[src/rtl/slip_frame_decoder_unit_assert.svh]
// ---------------------------------------------------------------------------
// SLIP frame decoder assertion macros
// Shared property forms used by the decoder top level.
// ---------------------------------------------------------------------------
`ifndef SLIP_FRAME_DECODER_UNIT_ASSERT_SVH
`define SLIP_FRAME_DECODER_UNIT_ASSERT_SVH

// same-cycle implication, checked outside reset
`define SFD_ASSERT_IMP(lbl, ante, cons) \
	lbl: assert property (@(posedge clk) disable iff (!arst_n) (ante) |-> (cons)) \
		else $error("slip decoder implication check failed");

// next-cycle implication, checked outside reset
`define SFD_ASSERT_NXT(lbl, ante, cons) \
	lbl: assert property (@(posedge clk) disable iff (!arst_n) (ante) |=> (cons)) \
		else $error("slip decoder next-cycle check failed");

`endif

[src/rtl/slip_dec_pkg.sv]
// ---------------------------------------------------------------------------
// SLIP decoder package
// Byte codes, status codes, register map and the structs between modules.
// ---------------------------------------------------------------------------
`timescale 1ns / 1ps
`default_nettype none

package slip_dec_pkg;

	// framing bytes
	localparam logic [7:0] FEND = 8'hC0;
	localparam logic [7:0] FESC = 8'hDB;
	localparam logic [7:0] TEND = 8'hDC;
	localparam logic [7:0] TESC = 8'hDD;
	localparam logic [7:0] TLF  = 8'hDE;
	localparam logic [7:0] TCR  = 8'hDF;
	localparam logic [7:0] LF   = 8'h0A;
	localparam logic [7:0] CR   = 8'h0D;

	// frame length limits
	localparam int unsigned LEN_W       = 17;
	localparam int unsigned IDX_W       = 16;
	localparam logic [LEN_W-1:0] MAX_PAYLOAD = 17'd65536;
	localparam logic [LEN_W-1:0] LEN_RESET   = 17'd1;

	// register map
	localparam int unsigned ADDR_W = 3;
	localparam logic REG_EXP_LEN = 1'b0;

	typedef enum logic [1:0] {
		ST_OK    = 2'd0,
		ST_SHORT = 2'd1,
		ST_FAIL  = 2'd2
	} status_t;

	// one decoded result word
	typedef struct packed {
		logic             valid;
		logic             has_byte;
		logic [7:0]       data;
		logic [IDX_W-1:0] idx;
		logic             done;
		status_t          status;
	} result_t;

	// decoder state for observation
	typedef struct packed {
		logic in_frame;
		logic esc_pending;
	} dec_state_t;

endpackage

`default_nettype wire

[src/rtl/slip_frame_decoder_unit.sv]
// Path: input register, decoder core, result register driving the outputs.
// Throughput: one word per cycle; the input register and the result register
// each move on every cycle the result side takes words.
// Words that cause no result (hunting bytes, ESC) leave nothing at the outputs.
// Reset (arst_n low, asynchronous): hunting for END, no escape, count zero,
// expected_length 1, both pipeline registers empty.
// ---------------------------------------------------------------------------
// SLIP frame decoder
// Input register, decoder core with frame state, and result register.
// ---------------------------------------------------------------------------
`timescale 1ns / 1ps
`default_nettype none

module slip_frame_decoder_unit (
	input  wire                                 clk,
	input  wire                                 arst_n,
	// configuration port
	input  wire                                 psel,
	input  wire                                 penable,
	input  wire                                 pwrite,
	input  wire  [slip_dec_pkg::ADDR_W-1:0]     paddr,
	input  wire  [31:0]                         pwdata,
	output logic [31:0]                         prdata,
	output logic                                pready,
	// receive channel
	input  wire                                 rx_valid,
	output logic                                rx_ready,
	input  wire  [7:0]                          rx_byte,
	input  wire                                 read_failed,
	// result channel
	output logic                                res_valid,
	input  wire                                 res_ready,
	output logic                                has_byte,
	output logic [7:0]                          payload_byte,
	output logic [slip_dec_pkg::IDX_W-1:0]      byte_index,
	output logic                                frame_done,
	output logic [1:0]                          status
);

	logic                              valid_s1;
	logic [7:0]                        rx_byte_s1;
	logic                              read_failed_s1;
	logic                              s1_adv;
	logic [slip_dec_pkg::LEN_W-1:0]    eff_len;
	slip_dec_pkg::result_t             res;
	slip_dec_pkg::dec_state_t          dec_state;

	logic                              res_valid_q;
	logic                              has_byte_q;
	logic [7:0]                        payload_byte_q;
	logic [slip_dec_pkg::IDX_W-1:0]    byte_index_q;
	logic                              frame_done_q;
	slip_dec_pkg::status_t             status_q;

	assign pready = 1'b1;

	slip_dec_cfg u_cfg (
		.clk     (clk),
		.arst_n  (arst_n),
		.psel    (psel),
		.penable (penable),
		.pwrite  (pwrite),
		.paddr   (paddr),
		.pwdata  (pwdata),
		.prdata  (prdata),
		.eff_len (eff_len)
	);

	// stage 1 moves when its word needs no slot or the result slot frees up
	assign s1_adv   = valid_s1 && (!res.valid || !res_valid_q || res_ready);
	assign rx_ready = !valid_s1 || s1_adv;

	// input register
	always_ff @(posedge clk or negedge arst_n) begin
		if (!arst_n) begin
			valid_s1 <= 1'b0;
		end else if (rx_ready) begin
			valid_s1 <= rx_valid;
		end
	end

	always_ff @(posedge clk) begin
		if (rx_valid && rx_ready) begin
			rx_byte_s1     <= rx_byte;
			read_failed_s1 <= read_failed;
		end
	end

	slip_dec_core u_core (
		.clk            (clk),
		.arst_n         (arst_n),
		.advance        (s1_adv),
		.rx_byte_s1     (rx_byte_s1),
		.read_failed_s1 (read_failed_s1),
		.eff_len        (eff_len),
		.res            (res),
		.state          (dec_state)
	);

	// result register
	always_ff @(posedge clk or negedge arst_n) begin
		if (!arst_n) begin
			res_valid_q <= 1'b0;
		end else if (s1_adv && res.valid) begin
			res_valid_q <= 1'b1;
		end else if (res_ready) begin
			res_valid_q <= 1'b0;
		end
	end

	always_ff @(posedge clk) begin
		if (s1_adv && res.valid) begin
			has_byte_q     <= res.has_byte;
			payload_byte_q <= res.data;
			byte_index_q   <= res.idx;
			frame_done_q   <= res.done;
			status_q       <= res.status;
		end
	end

	assign res_valid    = res_valid_q;
	assign has_byte     = has_byte_q;
	assign payload_byte = payload_byte_q;
	assign byte_index   = byte_index_q;
	assign frame_done   = frame_done_q;
	assign status       = status_q;

	// checks
	`include "slip_frame_decoder_unit_assert.svh"

	`SFD_ASSERT_IMP(a_ok_carries_byte, res_valid_q && frame_done_q && status_q == slip_dec_pkg::ST_OK, has_byte_q)
	`SFD_ASSERT_IMP(a_empty_ends_frame, res_valid_q && !has_byte_q, frame_done_q)
	`SFD_ASSERT_NXT(a_done_hunts, s1_adv && res.valid && res.done, !dec_state.in_frame)
	`SFD_ASSERT_IMP(a_esc_in_frame, dec_state.esc_pending, dec_state.in_frame)

endmodule

`default_nettype wire

[src/rtl/slip_dec_cfg.sv]
// ---------------------------------------------------------------------------
// SLIP decoder register block
// APB-style expected-length register plus the clamped frame length.
// ---------------------------------------------------------------------------
`timescale 1ns / 1ps
`default_nettype none

module slip_dec_cfg (
	input  wire                                 clk,
	input  wire                                 arst_n,
	input  wire                                 psel,
	input  wire                                 penable,
	input  wire                                 pwrite,
	input  wire  [slip_dec_pkg::ADDR_W-1:0]     paddr,
	input  wire  [31:0]                         pwdata,
	output logic [31:0]                         prdata,
	output logic [slip_dec_pkg::LEN_W-1:0]      eff_len
);

	logic [slip_dec_pkg::LEN_W-1:0] exp_len_q;
	logic [slip_dec_pkg::LEN_W-1:0] eff_len_q;
	logic [slip_dec_pkg::LEN_W-1:0] wr_len;
	logic [slip_dec_pkg::LEN_W-1:0] wr_eff;
	logic                           wr_en;

	// register write on the access cycle
	assign wr_en  = psel && penable && pwrite && (paddr[2] == slip_dec_pkg::REG_EXP_LEN);
	assign wr_len = pwdata[slip_dec_pkg::LEN_W-1:0];

	// zero means one, large values saturate
	always_comb begin
		if (wr_len == '0) begin
			wr_eff = slip_dec_pkg::LEN_RESET;
		end else if (wr_len > slip_dec_pkg::MAX_PAYLOAD) begin
			wr_eff = slip_dec_pkg::MAX_PAYLOAD;
		end else begin
			wr_eff = wr_len;
		end
	end

	always_ff @(posedge clk or negedge arst_n) begin
		if (!arst_n) begin
			exp_len_q <= slip_dec_pkg::LEN_RESET;
			eff_len_q <= slip_dec_pkg::LEN_RESET;
		end else if (wr_en) begin
			exp_len_q <= wr_len;
			eff_len_q <= wr_eff;
		end
	end

	// readback
	always_comb begin
		prdata = '0;
		if (paddr[2] == slip_dec_pkg::REG_EXP_LEN) begin
			prdata = {{(32-slip_dec_pkg::LEN_W){1'b0}}, exp_len_q};
		end
	end

	assign eff_len = eff_len_q;

endmodule

`default_nettype wire

[src/rtl/slip_dec_core.sv]
// ---------------------------------------------------------------------------
// SLIP decoder core
// Frame hunt, unescape and byte count for one word per cycle while advance is high.
// ---------------------------------------------------------------------------
`timescale 1ns / 1ps
`default_nettype none

module slip_dec_core (
	input  wire                                 clk,
	input  wire                                 arst_n,
	input  wire                                 advance,
	input  wire  [7:0]                          rx_byte_s1,
	input  wire                                 read_failed_s1,
	input  wire  [slip_dec_pkg::LEN_W-1:0]      eff_len,
	output slip_dec_pkg::result_t               res,
	output slip_dec_pkg::dec_state_t            state
);

	logic                           in_frame_q;
	logic                           esc_q;
	logic [slip_dec_pkg::LEN_W-1:0] count_q;

	logic                           in_frame_d;
	logic                           esc_d;
	logic [slip_dec_pkg::LEN_W-1:0] count_d;
	logic [slip_dec_pkg::LEN_W-1:0] count_inc;
	logic [7:0]                     unesc;

	assign count_inc = count_q + 1'b1;

	// escaped byte translation
	always_comb begin
		case (rx_byte_s1)
			slip_dec_pkg::TEND: unesc = slip_dec_pkg::FEND;
			slip_dec_pkg::TESC: unesc = slip_dec_pkg::FESC;
			slip_dec_pkg::TLF:  unesc = slip_dec_pkg::LF;
			slip_dec_pkg::TCR:  unesc = slip_dec_pkg::CR;
			default:            unesc = rx_byte_s1;
		endcase
	end

	// next state and result
	always_comb begin
		in_frame_d = in_frame_q;
		esc_d      = esc_q;
		count_d    = count_q;
		res        = '0;
		res.status = slip_dec_pkg::ST_OK;
		if (read_failed_s1) begin
			in_frame_d = 1'b0;
			esc_d      = 1'b0;
			count_d    = '0;
			res.valid  = 1'b1;
			res.done   = 1'b1;
			res.status = slip_dec_pkg::ST_FAIL;
		end else if (!in_frame_q) begin
			// hunting: only END opens a frame
			if (rx_byte_s1 == slip_dec_pkg::FEND) begin
				in_frame_d = 1'b1;
				esc_d      = 1'b0;
				count_d    = '0;
			end
		end else if (rx_byte_s1 == slip_dec_pkg::FEND) begin
			// early END
			in_frame_d = 1'b0;
			esc_d      = 1'b0;
			count_d    = '0;
			res.valid  = 1'b1;
			res.done   = 1'b1;
			res.status = slip_dec_pkg::ST_SHORT;
		end else if (!esc_q && rx_byte_s1 == slip_dec_pkg::FESC) begin
			esc_d = 1'b1;
		end else begin
			esc_d        = 1'b0;
			res.valid    = 1'b1;
			res.has_byte = 1'b1;
			res.data     = esc_q ? unesc : rx_byte_s1;
			res.idx      = count_q[slip_dec_pkg::IDX_W-1:0];
			count_d      = count_inc;
			if (count_inc >= eff_len) begin
				res.done   = 1'b1;
				in_frame_d = 1'b0;
				count_d    = '0;
			end
		end
	end

	always_ff @(posedge clk or negedge arst_n) begin
		if (!arst_n) begin
			in_frame_q <= 1'b0;
			esc_q      <= 1'b0;
			count_q    <= '0;
		end else if (advance) begin
			in_frame_q <= in_frame_d;
			esc_q      <= esc_d;
			count_q    <= count_d;
		end
	end

	assign state.in_frame    = in_frame_q;
	assign state.esc_pending = esc_q;

endmodule

`default_nettype wire

[config.mk]
export PLATFORM = sky130hd
export DESIGN_NAME = slip_frame_decoder_unit
export DESIGN_NICKNAME = d
export VERILOG_FILES = /design/src/rtl/slip_dec_pkg.sv /design/src/rtl/slip_frame_decoder_unit.sv /design/src/rtl/slip_dec_cfg.sv /design/src/rtl/slip_dec_core.sv
export VERILOG_INCLUDE_DIRS = /design/src /design/src/rtl
export SDC_FILE = /design/constraint.sdc
export NUM_CORES = 1
export LEC_CHECK = 0
export BUFFER_PORTS_ARGS = -buffer_cell sky130_fd_sc_hd__clkbuf_2
export CAP_MARGIN = 10
export CELL_PAD_IN_SITES_DETAIL_PLACEMENT = 0
export CELL_PAD_IN_SITES_GLOBAL_PLACEMENT = 2
export CORE_UTILIZATION = 31
export DETAILED_ROUTE_END_ITERATION = 16
export GPL_TIMING_DRIVEN = 0
export HOLD_SLACK_MARGIN = 0.1
export PLACE_DENSITY = 0.83
export SETUP_SLACK_MARGIN = 0.2
export SYNTH_ARGS = -nofsm -noshare
export SYNTH_HDL_FRONTEND = slang
export SYNTH_SLANG_ARGS = --single-unit
export TNS_END_PERCENT = 1
[constraint.sdc]
create_clock -name clk -period 3.57 [get_ports clk]
set_clock_uncertainty 0.1 [all_clocks]
set_input_delay 0.5355 -clock clk [delete_from_list [all_inputs] [get_ports clk]]
set_output_delay 0.5355 -clock clk [all_outputs]
set_load 0.01 [all_outputs]
* Word-level counts from Yosys, hierarchy flattened
Index checks and enable logic that the tools add are counted.
** Storage, ports and cells
- Output and inout port bits :: 63
- Logic and storage cells :: 81
- Bits in registers :: 92
- Input bits :: 51
** Operators by class
- Add/sub/neg operators :: 1
- Magnitude comparators :: 2
- Reductions and logical operators :: 22
- Mux-type cells :: 32
- Eq/ne operators :: 7
- Bitwise operators :: 2
** Operators by type and width (number)
- $mux 17 :: 9
- $eq 8x8->1 const B :: 6
- $pmux 8 s4 :: 1
- $mux 29 :: 1
- $mux 27 :: 1
- $mux 25 :: 1
- $mux 1 :: 18
- $add 17x1->17 const B :: 1
- $ge 17x17->1 :: 1
- $gt 17x17->1 const B :: 1
- $logic_not 17->1 :: 1
- $mux 8 :: 1
- $logic_and 1x1->1 :: 7
- $logic_not 1->1 :: 4
- $reduce_or 4->1 :: 1
- $logic_or 1x1->1 :: 3
- $ne 3x2->1 const B :: 1
- $reduce_and 3->1 :: 1
- $reduce_bool 3->1 :: 1
- $reduce_or 3->1 :: 1
- $not 1->1 :: 2
- $reduce_and 2->1 :: 1
- $reduce_bool 2->1 :: 1
- $reduce_or 2->1 :: 1

* Longest topological paths before layout
- Word-level depth :: 13
- Mapped depth :: 14
- Gate-level depth less buffers :: 13

* By module
A second synthesis with hierarchy kept.
** Second synthesis, totals
- Cells, all modules :: 475
- Area, all modules :: 4810.9 um2
** By module, submodules not included
- slip_dec_core :: times used 1, seq. area each 475.5 um2, area an instance 1921.8 um2, cells each 243
- slip_dec_cfg :: times used 1, seq. area each 853.3 um2, area an instance 1660.3 um2, cells each 183
- slip_frame_decoder_unit :: times used 1, seq. area each 1161.1 um2, area an instance 1228.7 um2, cells each 49

* Worst setup path before layout
OpenSTA, ideal clock, no wires.
- Path kind :: register to register
- Start :: register u_core.count_q[0] (netlist bit)
- End :: register u_core.count_q[7] (netlist bit)
- Clock period less this slack :: 3.569 ns
- Arrival :: 3.348 ns
- Path slack :: 0.001 ns
- Buffers on the path :: 1
- Cell stages (with the launch flop) :: 15
- Cells stage by stage :: dfrtp_1 -> ha_1 -> and3_1 -> nand4_1 -> nor3_1 -> and3_1 -> xor2_1 -> ha_1 -> and4_1 -> nand4_1 -> or4_1 -> o2111ai_2 -> buf_2 -> o31ai_1 -> a22o_1
** On the way
- Longest elaborated chain between the ends :: 7
** RTL lines
- start, declared :: RTL line slip_dec_core.sv:21 : logic [slip_dec_pkg::LEN_W-1:0] count_q;
- start signal, assigned :: RTL line slip_dec_core.sv:96 : count_q <= count_d;
- $add 17x1->17 (*) :: RTL line slip_dec_core.sv:29 : assign count_inc = count_q + 1'b1;
- $ge 17x17->1 :: RTL line slip_dec_core.sv:80 : if (count_inc >= eff_len) begin
- $mux 17 (*) :: RTL line slip_dec_core.sv:80
- $mux 17 (*) :: RTL line slip_dec_core.sv:71 : end else if (!esc_q && rx_byte_s1 == slip_dec_pkg::FESC) begin
- $mux 17 (*) :: RTL line slip_dec_core.sv:63 : end else if (rx_byte_s1 == slip_dec_pkg::FEND) begin
- $mux 17 (*) :: RTL line slip_dec_core.sv:56 : end else if (!in_frame_q) begin
- $mux 17 (*) :: RTL line slip_dec_core.sv:49 : if (read_failed_s1) begin
Every way passes the cells marked *; elsewhere a longest branch is shown, timed or not. The select of a mux whose other input is x is not followed.
A chain may end at the register's enable or synchronous reset.

* Final worst setup path
- Start :: register u_core.count_q[0] (netlist bit)
- End :: register u_core.count_q[2] (netlist bit)
The elaborated chain is that of the path after synthesis.

==> results.yml <==
sta:
  grt_setup_unrepaired: "yes"
  final.setup.tns_ns: 0
  fin_max_slew_vios: 0
  max-slew-margin-rel_pct: 48.35
  hold_viol_final: 0
  final_min_period_over_clock_period_pct: 95.16
  tightestPinTransition_ns: 0.7748
  setup_viol: 0
  timing.fmax_ghz: 0.2943
  setup_slack_ns: 0.1726
  finalWorstPathRequiredPeriod_ns: 3.397
floorplanning:
  die_w_um: 124.8
  top_level_ports: 114
  core_area_mm2: 0.01464
  placement_rows: 44
  fp.dieArea_mm2: 0.01559
  floorplan.initialDensity_pct: 31.95
  die_height_um: 124.8
layout:
  area_delta_synth_final_pct: 29.21
  finish.cell_count_without_fillers: 723
  diodes: 0
  multi_input_area_mm2: 0.002147
  final_net_count: 603
  layout.core_utilization_pct: 41.28
  layout.area.seq_mm2: 0.002492
  layout.filler_cells: 1425
  post_route_cells_drive_above_1_share_pct: 34.69
global_routing:
  grt_max_degree: 56
  grt_pass1_wl_um: 16860
  global_route.peak_usage_layer: "met2"
  grt_use_met1_pct: 18.48
  vias_in_the_first_global_route: 3344
  gr-total-overflow: 0
  met3_capacity_usage_during_global_routing_pct: 3.265
  groute.usage.overall_pct: 13.63
  grtUsageMet2_pct: 20.79
  antenna_found_initial: 0
worst_hold_path:
  min-delay-path-class: "primary input to async pin"
synth:
  ys_dominant_reg_cell: "sky130_fd_sc_hd__dfrtp_1"
  mappedNetlistArea_mm2: 0.004678
  yosysMostFrequentCell: "sky130_fd_sc_hd__dfrtp_1"
  number_of_synthesized_flops_with_an_enable_pin: 37
  synth.area.top_cells: "sky130_fd_sc_hd__dfrtp_1, sky130_fd_sc_hd__edfxtp_1, sky130_fd_sc_hd__a22o_1"
  yosys_register_bits: 92
  synth.yosys.seq_area_share_pct: 53.22
  synth_cell_types: 53
  async_set_or_reset_register_ratio_after_synthesis_pct: 59.78
  synth_cells: 409
  synth_top_cells_by_count: "sky130_fd_sc_hd__dfrtp_1, sky130_fd_sc_hd__edfxtp_1, sky130_fd_sc_hd__a22o_1"
  synth_largest_area_cell: "sky130_fd_sc_hd__dfrtp_1"
  ys.warnings.count: 0
  postSynthAreaPerCell_um2: 11.44
  synth_top_area_share_pct: 28.35
clock_tree:
  max-clock-path-buffers: 2
  clkTransAtPathRegs_ns: 0.07
  clk_latency_ns: 0.35
  cts_tree: "yes"
  clockRootBuffer: "sky130_fd_sc_hd__clkbuf_16"
  htree_num_levels: 3
  cts_hold_buf: 0
  clock_sink_count: 92
  cts-buffers-inserted: 9
power_and_ir_drop:
  share_comb_of_total_power_pct: 14.1
  internal-power_uw: 1935
  power_per_cell_area_mw_per_mm2: 429.4
  vdd_ir_drop_max_v: 0.0002063
  power.net_switching_uw: 660.5
  leakagePower_uw: 0.002725
  pwr-share-clk_pct: 37.5
  power.share.sequential_pct: 48.3
  finalPower_uw: 2596
  swShare_pct: 25.45
route:
  routed_wl_um: 10100
  drtAntennaViolNets: 0
  drt_iter0_drc: 151
  detailroute.via_count: 3411
  detail_route.wl_per_cell_um: 13.98
  avg_vias_per_cell: 4.718
  route.detailed.drc: 6
  dr.pass1.iters: 10
place:
  gp_congestion: 0.7992
  dpl.cell_count: 688
  io_buffers: 80
  detailedPlace.worstSlack_ns: -0.3185
  hpwlAfterDp_um: 7237
critical_path:
  worst_setup_path_endpoint: "u_core.count_q[2]"
  startpoint_type: "flop"
  critical_path.endpoint_type: "flop"
  ff2ff_setup_slack_ns: 0.17
  beginning_of_the_critical_path: "u_core.count_q[0]"
  reg2reg_to: "u_core.count_q[2]"
  worstSetupPathType: "flop to flop"
  launch_instance_of_the_worst_register_to_register_path: "u_core.count_q[0]"
  crit_arrival_ns: 3.53
  ff2ff_path_depth: 14
  worst-path-max-fanout: 5
  cp_data_required_time_ns: 3.70
status:
  failed_checks: "design-rule violations"
  run_status: "finished, violations left"
run:
  cap_viol_max_count: 0
-- what timing repair did --
action	in CTS	in global routing
gates cloned	1	1
pin swaps	6	13
setup endpoints to repair	19	19
gates resized for setup	17	32
setup buffers	11	6
-- how the worst min path moves through the flow --
stage / start / cells past startpoint / slack [ns] / to
global placement: u_cfg.exp_len_q[14] / 1 / 0.37 / u_cfg.exp_len_q[14]
floorplan: arst_n / 0 / 0.14 / res_valid
CTS: arst_n / 1 / 0.21 / u_cfg.exp_len_q[7]
detailed placement: u_cfg.eff_len[0] / 2 / 0.37 / u_cfg.eff_len[0]
global route: arst_n / 1 / 0.26 / u_cfg.exp_len_q[6]
finish: arst_n / 1 / 0.18 / u_cfg.exp_len_q[7]
-- routing by layer --
metal  up-vias  share of wire (%)
met3        12                6.3
met4         0                1.8
met2       107                 44
li1       1692                  -
met5         -                  0
met1      1600                 48
-- layout make-up --
type | count | share of cell area (%)
well taps | 184 | 3.809
repair buffers | 100 | 9.398
plain buffers | 33 | 3.540
flip-flops and latches | 92 | 41.23
multi-input cells | 275 | 35.52
inverters | 23 | 1.428
clock inverters | 7 | 1.345
clock buffers | 9 | 3.726
-- critical path, cell delays in order (launching register included) --
cell                        delay [ns]
sky130_fd_sc_hd__dfrtp_2          0.44
sky130_fd_sc_hd__ha_4             0.15
sky130_fd_sc_hd__and3_4           0.19
sky130_fd_sc_hd__nand4_1          0.17
sky130_fd_sc_hd__nor3_2           0.19
sky130_fd_sc_hd__and3_4           0.22
sky130_fd_sc_hd__xor2_1           0.08
sky130_fd_sc_hd__ha_1             0.29
sky130_fd_sc_hd__and4_4           0.21
sky130_fd_sc_hd__nand4_1          0.10
sky130_fd_sc_hd__or4_4            0.45
sky130_fd_sc_hd__o2111ai_4        0.19
sky130_fd_sc_hd__nor3_4           0.11
sky130_fd_sc_hd__buf_6            0.16
sky130_fd_sc_hd__a22o_1           0.22
-- layout by cell type (no fill, tap or decap), drive strengths merged, types with 2 or more instances in the layout --
master / synthesis / final
clkinv: 0 / 2
mux2: 19 / 19
nor4: 5 / 5
nand4: 6 / 6
or2: 2 / 2
and3: 8 / 8
clkbuf: 12 / 101
and2: 21 / 21
conb: 2 / 16
xor2: 9 / 9
dfstp: 2 / 2
nand2b: 3 / 3
a211oi: 2 / 2
nand3b: 2 / 2
o31ai: 13 / 13
inv: 23 / 27
a21o: 3 / 3
xnor2: 8 / 8
and4: 2 / 2
nand3: 9 / 9
ha: 18 / 18
nor2: 20 / 20
a22o: 26 / 26
dfrtp: 53 / 53
o21a: 2 / 2
nor3: 11 / 11
buf: 21 / 41
a21oi: 3 / 3
edfxtp: 37 / 37
o21ai: 10 / 10
nand2: 25 / 25
or4: 2 / 2
nor2b: 20 / 20
-- metrics by stage --
step | hold slack [ns] | area (um^2)
2_1_floorplan | 0.1399 | 4742
5_1_grt | 0.2559 | 6045
3_5_place_dp | 0.3708 | 5393
6_report | 0.1841 | 6045
4_1_cts | 0.2115 | 5867
3_3_place_gp | 0.3680 | 5373
-- cell families (layout without fill, tap and decap cells) --
| logic type | after synthesis | after routing | synth area share [%] |
|---|---|---|---|
| compound gates | 65 | 65 | 10.78 |
| mux | 19 | 19 | 4.573 |
| other cells | 2 | 16 | 0.1605 |
| simple gates | 140 | 140 | 17.06 |
| fa+ha+maj | 18 | 18 | 4.814 |
| buf+inv | 56 | 172 | 6.204 |
| xor+xnor | 17 | 17 | 3.183 |
| flops | 92 | 92 | 53.22 |
-- state kept, by name (all words and copies together) (netlist names) --
register / count
read_failed_s1: 1
res_valid: 1
u_cfg.eff_len: 17
status: 2
valid_s1: 1
u_cfg.exp_len_q: 17
byte_index: 16
u_core.in_frame_q: 1
u_core.esc_q: 1
u_core.count_q: 17
frame_done: 1
has_byte: 1
payload_byte: 8
rx_byte_s1: 8
-- power by group through the flow --
stage,combinational (uW),sequential [uW],clock [uW]
floorplan,210,1270,0
global placement,328,1270,0
detailed placement,339,1280,0
CTS,356,1260,1000
global route,406,1270,1040
finish,367,1250,974
Power figures use the tool's default switching activity.
